$ cat src/mhs_pkg.sv
`default_nettype none
package mhs_pkg;
    localparam int LOG_FRAC = 30;
    localparam logic [26:0] LN2_Q26 = 27'd46516320;
    localparam int TENURE_MIN = 3;

    // log unit request
    typedef struct packed {
        logic        start;
        logic [47:0] x;
    } t_log_req;

    typedef struct packed {
        logic        done;
        logic [35:0] r;
    } t_log_rsp;
endpackage
`default_nettype wire

$ cat src/mhs_log2.sv
`default_nettype none
// log2 of an integer x >= 1, 30 fraction bits, one squaring per cycle
module mhs_log2 (
    input  wire                 i_clk,
    input  wire                 i_rst_n,
    input  mhs_pkg::t_log_req   i_req,
    output mhs_pkg::t_log_rsp   o_rsp
);
    import mhs_pkg::*;

    logic        r_busy, n_busy;
    logic [4:0]  r_bit, n_bit;
    logic [31:0] r_m, n_m;
    logic [35:0] r_r, n_r;
    logic        r_done, n_done;
    logic [5:0]  lead;
    logic [63:0] sq;
    logic [79:0] wide;

    always_comb begin
        lead = 6'd0;
        for (int i = 0; i < 48; i++)
            if (i_req.x[i]) lead = 6'(i);
    end

    assign sq = 64'(r_m) * 64'(r_m);

    always_comb begin
        n_busy = r_busy;
        n_bit  = r_bit;
        n_m    = r_m;
        n_r    = r_r;
        n_done = 1'b0;
        wide   = 80'(i_req.x) << 30;
        if (i_req.start) begin
            n_busy = 1'b1;
            n_bit  = 5'd29;
            n_m    = 32'((wide >> lead));
            n_r    = {lead, 30'd0};
        end else if (r_busy) begin
            n_m = sq[61:30];
            // square reached [2, 4): renormalize and emit a one
            if (sq[61]) begin
                n_m = sq[62:31];
                n_r[r_bit] = 1'b1;
            end
            if (r_bit == 5'd0) begin
                n_busy = 1'b0;
                n_done = 1'b1;
            end else begin
                n_bit = r_bit - 5'd1;
            end
        end
    end

    always_ff @(posedge i_clk) begin
        if (!i_rst_n) begin
            r_busy <= 1'b0;
            r_done <= 1'b0;
        end else begin
            r_busy <= n_busy;
            r_done <= n_done;
        end
        r_bit <= n_bit;
        r_m   <= n_m;
        r_r   <= n_r;
    end

    assign o_rsp.done = r_done;
    assign o_rsp.r    = r_r;
endmodule
`default_nettype wire

$ cat config.mk
export PLATFORM = sky130hd
export DESIGN_NAME = mhs_log2
export DESIGN_NICKNAME = d
export VERILOG_FILES = /design/src/mhs_pkg.sv /design/src/mhs_log2.sv
export SDC_FILE = /design/constraint.sdc
export NUM_CORES = 2
export LEC_CHECK = 0
export BUFFER_PORTS_ARGS = -buffer_cell sky130_fd_sc_hd__buf_2
export CAP_MARGIN = 40
export CORE_MARGIN = 3
export CORE_UTILIZATION = 67
export DETAILED_ROUTE_END_ITERATION = 10
export GPL_TIMING_DRIVEN = 0
export HOLD_SLACK_MARGIN = 0.15
export PLACE_DENSITY = 0.85
export SYNTH_ARGS = -nofsm -noshare
export SYNTH_HDL_FRONTEND = slang
export SYNTH_SLANG_ARGS = --single-unit
$ cat constraint.sdc
create_clock -name i_clk -period 9.3 [get_ports i_clk]
set_input_delay 0.93 -clock i_clk [delete_from_list [all_inputs] [get_ports i_clk]]
set_output_delay 0.93 -clock i_clk [all_outputs]
set_load 0.05 [all_outputs]
==> impl_metrics.toml <==
[run_status]
status = "complete, no violations"

[sta]
tightest_slew_ps = 953
slew_headroom_pct = 36.5
setup_slack_ps = 36.2
fin_crit_ps = 9260
fin_skew_ps = 7.90
setup_viol = 0
drv_slew = 0
max_freq_mhz = 108
finalCritPeriodShare_pct = 99.6
finalHoldViolCount = 0

[global_route]
grt_pass1_wl_um = 165000
grt_use_total_pct = 40.6
antenna_found_initial = 5
grt_pass1_vias = 29600
overflow = 0
grt_max_degree = 33

[drt]
drcViolationCount = 0
wl_met2_um = 47800
wirelength_um = 106000
antenna_left = 0
top_layer_used = "met5"
first_pass_iters = 6
vias = 27500
vias_per_cell = 6.03
drt-met1-wl_um = 36100
drt_iter0_drc = 3033
met3_length_um = 14000
wl_per_cell_um = 23.3

[critical_path]
crit_path_start_kind = "flip-flop"
endpoint_kind = "flip-flop"
critPathTopFamily = "adder cells"
reg2reg_depth = 26
r2r_end = "r_m[6]"
cp_max_fo = 12
path_buf_inv = 7
cp.required_ps = 9350
crit_top_cell = "fa_1"
rrSetupSlack_ps = 40
worst_path_largest_cell_delay_ps = 750
critical_path_class = "flip-flop to flip-flop"
r2r_start = "r_m[21]"
cp_slowest_cell = "clkbuf_1"
arrival_ps = 9310

[synthesis]
yosysMostFrequentCell = "inv_1"
synthSimpleGateAreaFrac_pct = 11.9
ys_warn_count = 0
async_flop_share_pct = 0
syn_inst = 3735
syn_area_per_cell_um2 = 9.21
synth_compound_area_share_pct = 7.20
synth_edf_count = 38
yosysTopAreaCellShare_pct = 46.9
synthTopCellsByArea = "fa_1 (47%), inv_1 (11%), ha_1 (9.8%)"
synthFlopType = "edfxtp_1"
synth_xor_area_share_pct = 1.11
synth_cell_types = 81
synth-seq-cells = 75
syn_nets = 4861
synth_top_family_by_area = "adder cells"
ys_seq_area_share_pct = 5.47
synthAdderAreaFrac_pct = 56.7
synth_mux_area_share_pct = 4.76
syn_area_mm2 = 0.0344
yosys-top-cells-count = "inv_1 (998), fa_1 (806), nand2_1 (346)"
synth_top_area_cell = "fa_1"

[place]
pre_cts_ws_ps = -1300
port_buffers = 82
dpl.cell_count = 4510
place_hpwl_um = 89400
gp_congestion = 1.07

[clock_network]
clock_path_buffers = 2
cts_inserted_buffers = 9
cts_tree = "done"
cts_root_buf = "clkbuf_16"
htree_levels = 3
clkTransAtPathRegs_ps = 60
cts.sinks = 75
clk_latency_ps = 340

[floorplanning]
die-area_mm2 = 0.0541
rows = 82
io_pins = 88
die_h_um = 233
dieWidth_um = 233
core_mm2 = 0.0505
initial_utilization_pct = 68.2

[finish]
drive_above_1_share_pct = 7.76
areaGrowthSynthToFinish_pct = 6.64
nets = 5002
fin_cells = 4561

[worst_hold_path]
hp-start = "r_r[1]"
min_to = "r_r[1]"
whs_path_depth = 1
min_path_type = "flip-flop to flip-flop"

[run]
cap_violations = 0
[cells in the final DEF (no fill, tap or decap), types with 13 or more instances in the layout]
cell	instances
clkbuf_2	35
buf_2	107
buf_6	16
ha_1	268
and2_1	197
nor2_1	160
fa_1	805
a21oi_1	77
a211oi_1	17
inv_1	997
clkbuf_1	51
buf_4	50
o211ai_1	16
clkbuf_4	17
mux2_2	14
nand2b_1	18
nand3_1	22
nor4_1	13
o21a_1	13
a21o_1	23
xnor2_1	26
nor3_1	44
o2bb2ai_1	23
nor2b_1	13
o21ai_0	58
dfxtp_1	37
nand2_1	345
o22ai_1	18
xor2_1	14
mux2i_1	148
edfxtp_1	38
[how the worst max path moves through the flow]
stage                   end  startpoint  slack [ps]  cells past startpoint
global placement    r_m[26]     r_m[18]       -1200                     28
CTS                 r_m[26]     r_m[10]           5                     29
finish               r_m[6]     r_m[21]          40                     26
detailed placement   r_m[6]     r_m[18]       -1300                     27
global route         r_m[6]      r_m[2]         -80                     30
floorplan           r_m[26]     r_m[17]        1280                     30
[routing by layer]
layer / vias up / track usage (%)
li1: 11600 / -
met1: 13500 / 50.0
met2: 1886 / 62.9
met3: 554 / 12.8
met4: 2 / 24.3
met5: - / 0
[cell type report]
cell class,instances,area (um2)
fill,3705,13800
multi-input combinational,2501,28200
clock buffer,12,258
antenna,8,20.0
tap,672,841
inverter,1004,3780
clock inverter,4,22.5
sequential,75,1880
buffer,144,746
timing repair buffer,141,967
[cells by family after synthesis]
| group | count (synthesis) |
|---|---|
| buffers and inverters | 1159 |
| adders and majority gates | 1075 |
| and+or+nand+nor | 865 |
| AOI/OAI and AO/OA | 357 |
| muxes | 162 |
| DFF | 75 |
| xor gates and xnor gates | 42 |
[flip-flops by register name, indices dropped and copies added, names as in the netlist]
| register | flops |
|---|---|
| r_r | 36 |
| r_m | 32 |
| r_bit | 5 |
| r_busy | 1 |
| r_done | 1 |
[stage by stage]
stage	hold WS [ps]	TNS, ps	area [um2]	util [%]
floorplan	516	0	34400	-
global placement	441	-49720	35700	70.6
detailed placement	441	-58350	35900	71.2
CTS	462	0	36400	72.1
global route	471	-213	36700	72.7
finish	461	0	36700	72.7
[repair_timing]
action	CTS	global route
setup endpoints to repair	66	64
hold buffers	0	0
gates cloned	0	0
hold endpoints to repair	0	0
gates resized for setup	50	108
pin swaps	1	1
buffers inserted	12	26
Power is left out: the tool's default activity adds up to more than one toggle a clock period on the data nets, which glitch-free logic cannot reach.
