===== src/mhs_div.sv =====
`default_nettype none
// unsigned restoring divider, one quotient bit per cycle
module mhs_div #(
    parameter int NW = 60,
    parameter int DW = 36
) (
    input  wire           i_clk,
    input  wire           i_rst_n,
    input  wire           i_start,
    input  wire [NW-1:0]  i_num,
    input  wire [DW-1:0]  i_den,
    output logic          o_done,
    output logic [NW-1:0] o_quo
);
    localparam int CW = $clog2(NW + 1);

    logic          r_busy;
    logic [CW-1:0] r_cnt;
    logic [NW-1:0] r_q;
    logic [DW:0]   r_rem;
    logic [DW-1:0] r_den;
    logic          r_done;
    logic [DW:0]   trial;

    assign trial = {r_rem[DW-1:0], r_q[NW-1]};

    always_ff @(posedge i_clk) begin
        if (!i_rst_n) begin
            r_busy <= 1'b0;
            r_done <= 1'b0;
        end else begin
            r_done <= 1'b0;
            if (i_start) begin
                r_busy <= 1'b1;
                r_cnt  <= CW'(NW);
                r_q    <= i_num;
                r_rem  <= '0;
                r_den  <= i_den;
            end else if (r_busy) begin
                if (trial >= {1'b0, r_den}) begin
                    r_rem <= trial - {1'b0, r_den};
                    r_q   <= {r_q[NW-2:0], 1'b1};
                end else begin
                    r_rem <= trial;
                    r_q   <= {r_q[NW-2:0], 1'b0};
                end
                r_cnt <= r_cnt - CW'(1);
                if (r_cnt == CW'(1)) begin
                    r_busy <= 1'b0;
                    r_done <= 1'b1;
                end
            end
        end
    end

    assign o_done = r_done;
    assign o_quo  = r_q;
endmodule
`default_nettype wire


===== config.mk =====
export PLATFORM = sky130hd
export DESIGN_NAME = mhs_div
export DESIGN_NICKNAME = d
export VERILOG_FILES = /design/src/mhs_div.sv
export SDC_FILE = /design/constraint.sdc
export NUM_CORES = 1
export LEC_CHECK = 0
export BUFFER_PORTS_ARGS = -buffer_cell sky130_fd_sc_hd__buf_2
export CAP_MARGIN = 20
export CORE_UTILIZATION = 50
export CTS_CLUSTER_DIAMETER = 60
export DETAILED_ROUTE_END_ITERATION = 8
export HOLD_SLACK_MARGIN = 0.03
export PLACE_DENSITY_LB_ADDON = 0.2
export SYNTH_ARGS = -nofsm -noshare
export SYNTH_HDL_FRONTEND = slang
export SYNTH_SLANG_ARGS = --single-unit

===== constraint.sdc =====
create_clock -name i_clk -period 7.5 [get_ports i_clk]
set_input_delay 1.5 -clock i_clk [delete_from_list [all_inputs] [get_ports i_clk]]
set_output_delay 1.5 -clock i_clk [all_outputs]
set_load 0.02 [all_outputs]

==> impl_metrics.csv, run 1 <==
group,metric,value,unit
outcome,outcome,"finished clean",
die,coreArea,0.01470,mm2
worst_setup_path,cp_data_arrival_time,4.12,ns
timing,finalSetupTns,0,ns
worst_setup_path,startpoint,"r_den[1]$_DFFE_PP_",
route,firstDrtPassIters,6,
synthesis,netlist_area,0.007617,mm2
synthesis,synthAdderAreaFrac,6.505,%
power,power_density,252.0,mW/mm2
timing,clock-skew-final,0.009290,ns
timing,period_needed,3.941,ns
cells_and_area,drive_gt1_share,33.09,%
worst_setup_path,regToRegStartpoint,"r_den[1]$_DFFE_PP_",
power,internal-power,1.625,mW
timing,relSlewSlack,45.51,%
synthesis,async_flop_share,0,%
synthesis,synth-xor-area-share,3.679,%
synthesis,synth_top_family_by_area,"compound AO/OA/AOI/OAI gates",
die,die_w,125.4,um
clock_tree,cts_sinks,140,
cells_and_area,nets,935,
power,comb_power_share,22.1,%
synthesis,synth_edf_count,138,
synthesis,synth_top_area_share,54.40,%
route,drc_errors,0,
timing,maxSlewViolCount,0,
power,p_total,2.304,mW
synthesis,synth_compound_area_share,11.45,%
worst_setup_path,reg2reg_to,"r_rem[30]$_SDFFCE_PP0P_",
power,switching_share,29.48,%
clock_tree,h-tree-depth,4,
route,initialDrtViolationCount,339,
place,portBuffers,159,
timing,hold_viol_final,0,
hold_path,min_from,"r_busy$_SDFF_PN0_",
clock_tree,cts_setup_buffers,0,
clock_tree,cts-buffers-inserted,17,
die,rows,44,
hold_path,hold-path-cell-count,2,
timing,rsz0062_at_grt,"false",
synthesis,syn_nets,779,
worst_setup_path,critPathLaunchType,"flip-flop",
worst_setup_path,required,7.67,ns
power,power_leakage,3.847,nW
global_routing,grt.total_usage,21.56,%
clock_tree,hold_buffers,0,
power,power_frac_clock,35.7,%
synthesis,synth-simple-area-share,9.790,%
clock_tree,cts_tree,"yes",
timing,hold_slack,0.4484,ns
route,wire_per_inst,16.27,um
synthesis,ys_top_cells_by_count,"edfxtp_1, nor2_1, mux2_2, inv_1, a21oi_1",
timing,worstMarginPinSlew,0.8174,ns
global_routing,grt_max_degree,68,
synthesis,synth.most_common_cell,"edfxtp_1",
power,ir_worst_vdd,0.0001661,V
timing,setup_viol,0,
die,fp.dieH,125.4,um
timing,fmax,253.7,MHz
place,place_area,0.008569,mm2
hold_path,hold_path_end,"o_done$_SDFF_PP0_",
synthesis,avgSynthCellArea,11.88,um2
worst_setup_path,r2r_slack,3.56,ns
synthesis,synth_area_leaders,"edfxtp_1, mux2_2, ha_1",
cells_and_area,design_area,0.009144,mm2
route,vias_per_cell,5.451,
flow_run,drv_cap,0,
timing,fin_crit_sh,52.55,%
clock_tree,cts_resized,0,
die,dieArea,0.01573,mm2
place,gp_congestion,0.8644,
global_routing,antenna_found_initial,0,
place,dpl.hpwl,11660,um
worst_setup_path,crit_fanout,28,
synthesis,ys_types,63,
synthesis,synth_top_area_cell,"edfxtp_1",
place,pre_cts_ws,3.556,ns
route,postRouteAntennaNets,0,
power,p_sw,0.6792,mW
global_routing,grt_pass1_vias,5512,
clock_tree,path_clk_slew,0.06,ns
global_routing,grt_overflow,0,
worst_setup_path,reg2reg_depth,13,
die,pin_count,160,
clock_tree,cts-root-buf,"clkbuf_16",
worst_setup_path,endpoint_kind,"flip-flop",
synthesis,synthCells,641,
timing,worst_slack,3.559,ns
cells_and_area,n_fill_cell,1178,
power,seqPwrFrac,42.1,%
cells_and_area,n_antenna_cell,0,
synthesis,synthMuxAreaShare,9.790,%
clock_tree,clock_latency,0.43,ns
hold_path,worstHoldPathType,"flip-flop to flip-flop",
route,wl,16170,um
worst_setup_path,crit_type,"flip-flop to flip-flop",
die,initial_core_util,51.82,%
synthesis,ys_seq_elements,140,
global_routing,grt_pass1_wl,26680,um
synthesis,ys.flop_type,"edfxtp_1",
route,vias,5418,
synthesis,synth-seq-area-share,54.93,%
synthesis,yosys_warnings,0,
cells_and_area,syn_to_final_growth,20.04,%
clock_tree,ctsLongestPathBuffers,2,
==> kinds of logic after synthesis <==
kind of cell / after synthesis
DFF: 140
xor gates and xnor gates: 32
AOI/OAI and AO/OA: 129
muxes: 67
and+or+nand+nor: 161
buffers and inverters: 73
adders and majority gates: 39
==> area by class of cell <==
cell class	count	area [um2]	share of cell area [%]
Sequential cell	140	4184	45.76
Clock inverter	15	148.9	1.628
Multi-Input combinational cell	428	3148	34.43
Tap cell	184	230.2	2.518
Inverter	47	178.9	1.957
Timing Repair Buffer	163	828.3	9.059
Clock buffer	17	425.4	4.652
==> layout by cell type, fill, tap and decap left out, types with 3 or more instances in the layout <==
cell / count
buf_2: 158
edfxtp_1: 138
nor2_1: 76
mux2_2: 60
inv_1: 46
a21oi_1: 45
ha_1: 38
nand2_1: 30
xnor2_1: 17
clkbuf_16: 17
o21ai_0: 16
xor2_1: 15
a21o_1: 14
a211oi_1: 11
nand3_1: 9
o21bai_1: 8
inv_6: 8
and3_1: 7
nand4_1: 7
mux2i_1: 7
nor3_1: 7
buf_4: 5
and2_1: 4
nor2b_1: 4
o21a_1: 4
nor4_1: 3
o221ai_1: 3
a31oi_1: 3
==> state kept, by name, indices dropped and copies added, names as in the netlist <==
register,flops
o_done,1
o_quo,60
r_den,36
r_rem,36
r_busy,1
r_cnt,6
==> worst max-delay path, stage by stage, from the launching register on <==
cell and delay (ns):
edfxtp_1 0.43, inv_1 0.08, ha_1 0.23, nor2b_1 0.16, o2111ai_2 0.19, nand3b_2 0.15, a211oi_2 0.34, o311ai_2 0.18
a211oi_2 0.34, o31a_2 0.53, buf_4 0.41, inv_4 0.17, and4_4 0.22, a311o_1 0.26
==> power by group through the flow <==
stage               clock [mW]  combinational [mW]  sequential, mW
CTS                      0.839               0.511           0.972
global route             0.869               0.567           0.978
global placement             0               0.497           0.985
floorplan                    0               0.361            1.01
finish                   0.823               0.510           0.971
detailed placement           0               0.509           0.986
==> worst max path at each step <==
stage                                    to  slack (ns)
floorplan                o_quo[0]$_DFFE_PP_        2.91
global placement    r_rem[30]$_SDFFCE_PP0P_        3.63
detailed placement  r_rem[30]$_SDFFCE_PP0P_        3.56
CTS                 r_rem[30]$_SDFFCE_PP0P_        3.54
global route        r_rem[30]$_SDFFCE_PP0P_        3.29
finish              r_rem[30]$_SDFFCE_PP0P_        3.56
==> metal layers <==
layer  track usage, %  vias up  share of wire (%)
li1                 -     2681                  -
met1            26.58     2570                 43
met2            35.78      148                 49
met3            6.461       19                6.0
met4            7.891        0                1.5
met5                0        -                  0
==> through the flow <==
stage          util [%]  instances
6_report          62.21        994
4_1_cts           62.21        994
2_1_floorplan         -        641
5_1_grt           62.21        994
3_3_place_gp      58.30        962
3_5_place_dp      58.30        962
Power figures use the tool's default switching activity.
==> run 2: changes to the inputs <==
- clock period: 7.5 -> 3.6 ns (I/O delays scaled with it)
==> run 2 against run 1 <==
The flow now finishes with violations (design-rule violations). Cell area up 0.60%. Critical path depth is the same. Fmax grew 15%. Clock power rose by 110%. Routed wire length grew 4.0%.
==> impl_metrics.csv, run 2 (synthesized netlist as in run 1, its figures left out) <==
group,metric,value,unit
cells_and_area,syn_to_final_growth,20.76,%
timing,setup_viol,0,
worst_setup_path,path_depth,13,
cells_and_area,final_util,62.58,%
clock_tree,cts_setup_buffers,0,
cells_and_area,final_common_cell,"buf_2",
power,switching_share,29.50,%
clock_tree,ctsLongestPathBuffers,2,
power,power_density,522.5,mW/mm2
worst_setup_path,cpMaxStageDelayCell,"fa_1",
cells_and_area,nets,941,
route,wire_per_inst,16.82,um
clock_tree,clock_latency,0.43,ns
worst_setup_path,critPathLaunchType,"flip-flop",
power,ir_worst_vdd,0.0003882,V
hold_path,hold-path-cell-count,1,
worst_setup_path,required,3.78,ns
clock_tree,cts_tree,"yes",
power,seqPwrFrac,42.2,%
worst_setup_path,regToRegStartpoint,"o_quo[59]$_DFFE_PP_",
global_routing,grt_pass1_vias,5665,
timing,hold_slack,0.4646,ns
timing,fmax,291.3,MHz
power,power_frac_clock,35.1,%
clock_tree,cts-root-buf,"clkbuf_16",
place,dpl.hpwl,12070,um
worst_setup_path,critical_path.top_delay_family,"compound AO/OA/AOI/OAI gates",
timing,worstMarginPinSlew,0.8812,ns
die,initial_core_util,51.82,%
global_routing,grt_pass1_wl,27340,um
global_routing,grt_max_degree,75,
cells_and_area,n_antenna_cell,0,
die,die_w,125.4,um
clock_tree,cts_resized,0,
die,pin_count,160,
global_routing,antenna_found_initial,1,
outcome,outcome,"complete, but fails checks",
route,vias,5528,
worst_setup_path,cp_cell_sequence,"inv_1, ha_1, fa_1, and2b_1, o2111a_1, o31a_1, o221ai_1, a21oi_2, nor2_1, o41ai_4, a21oi_1, and4_4, a311o_1",
timing,finalSetupTns,0,ns
route,postRouteAntennaNets,0,
place,gp_congestion,0.8586,
timing,fin_crit_sh,95.36,%
hold_path,min_from,"i_den[29]",
clock_tree,h-tree-depth,4,
die,rows,44,
timing,clock-skew-final,0.01065,ns
die,coreArea,0.01470,mm2
clock_tree,path_clk_slew,0.06,ns
timing,maxSlewViolCount,0,
die,fp.dieH,125.4,um
worst_setup_path,critical-path-max-stage-delay,0.37,ns
timing,relSlewSlack,41.26,%
power,p_sw,1.418,mW
worst_setup_path,crit_fanout,3,
worst_setup_path,reg2reg_depth,13,
timing,hold_viol_final,0,
place,portBuffers,159,
clock_tree,cts_sinks,140,
route,initialDrtViolationCount,347,
die,dieArea,0.01573,mm2
route,drc_errors,4,
power,internal-power,3.389,mW
worst_setup_path,crit_type,"flip-flop to flip-flop",
cells_and_area,drive_gt1_share,33.33,%
cells_and_area,largest_register_ffs,60,
hold_path,worstHoldPathType,"input port to flip-flop",
outcome,violations,"design-rule violations",
flow_run,drv_cap,0,
power,power_leakage,3.876,nW
worst_setup_path,startpoint,"o_quo[59]$_DFFE_PP_",
timing,rsz0062_at_grt,"false",
worst_setup_path,r2r_slack,0.17,ns
route,wl,16820,um
global_routing,grt_overflow,0,
clock_tree,cts-buffers-inserted,17,
worst_setup_path,cp_data_arrival_time,3.61,ns
route,vias_per_cell,5.528,
timing,period_needed,3.433,ns
cells_and_area,final_cell_mix,"buf_2, edfxtp_1, nor2_1",
power,comb_power_share,22.7,%
worst_setup_path,worst-path-buf-inv,1,
global_routing,grt.total_usage,22.16,%
route,firstDrtPassIters,7,
worst_setup_path,endpoint_kind,"flip-flop",
clock_tree,hold_buffers,0,
[run 2: worst paths after layout]
check / to
max: r_rem[30]$_SDFFCE_PP0P_
min: r_den[29]$_DFFE_PP_
max reg2reg: r_rem[30]$_SDFFCE_PP0P_
min reg2reg: o_done$_SDFF_PP0_
[run 2: layout make-up]
class / instances / area, um2
inverters: 47 / 178.9
well taps: 184 / 230.2
repair buffers: 169 / 885.9
multi-input cells: 428 / 3159
clock buffers: 17 / 425.4
clock inverters: 15 / 135.1
flip-flops and latches: 140 / 4184
fillers: 1150 / 5500
[run 2: metrics by stage]
step                      power [mW]  instance area, um2  setup slack [ns]  instances
after floorplan                2.851                7619            0.3592        641
after global placement         3.110                8627            0.2756        968
after detailed placement       3.137                8627            0.1772        968
after CTS                      4.830                9188            0.1507       1000
after global routing           5.036                9199          0.003163       1000
final                          4.807                9199            0.1670       1000
[run 2: metal layers]
metal	vias to the layer above	wire length (um)	global-route usage, %
li1	2692	-	-
met1	2610	7156	26.78
met2	194	8183	37.25
met3	32	1150	6.889
met4	0	325	8.034
met5	-	0	0
[run 2: power groups by stage]
stage | Clock [mW] | Combinational, mW | Sequential (mW)
final | 1.69 | 1.09 | 2.03
after global placement | 0 | 1.06 | 2.05
after CTS | 1.72 | 1.09 | 2.03
after detailed placement | 0 | 1.08 | 2.06
after global routing | 1.78 | 1.21 | 2.04
after floorplan | 0 | 0.753 | 2.10
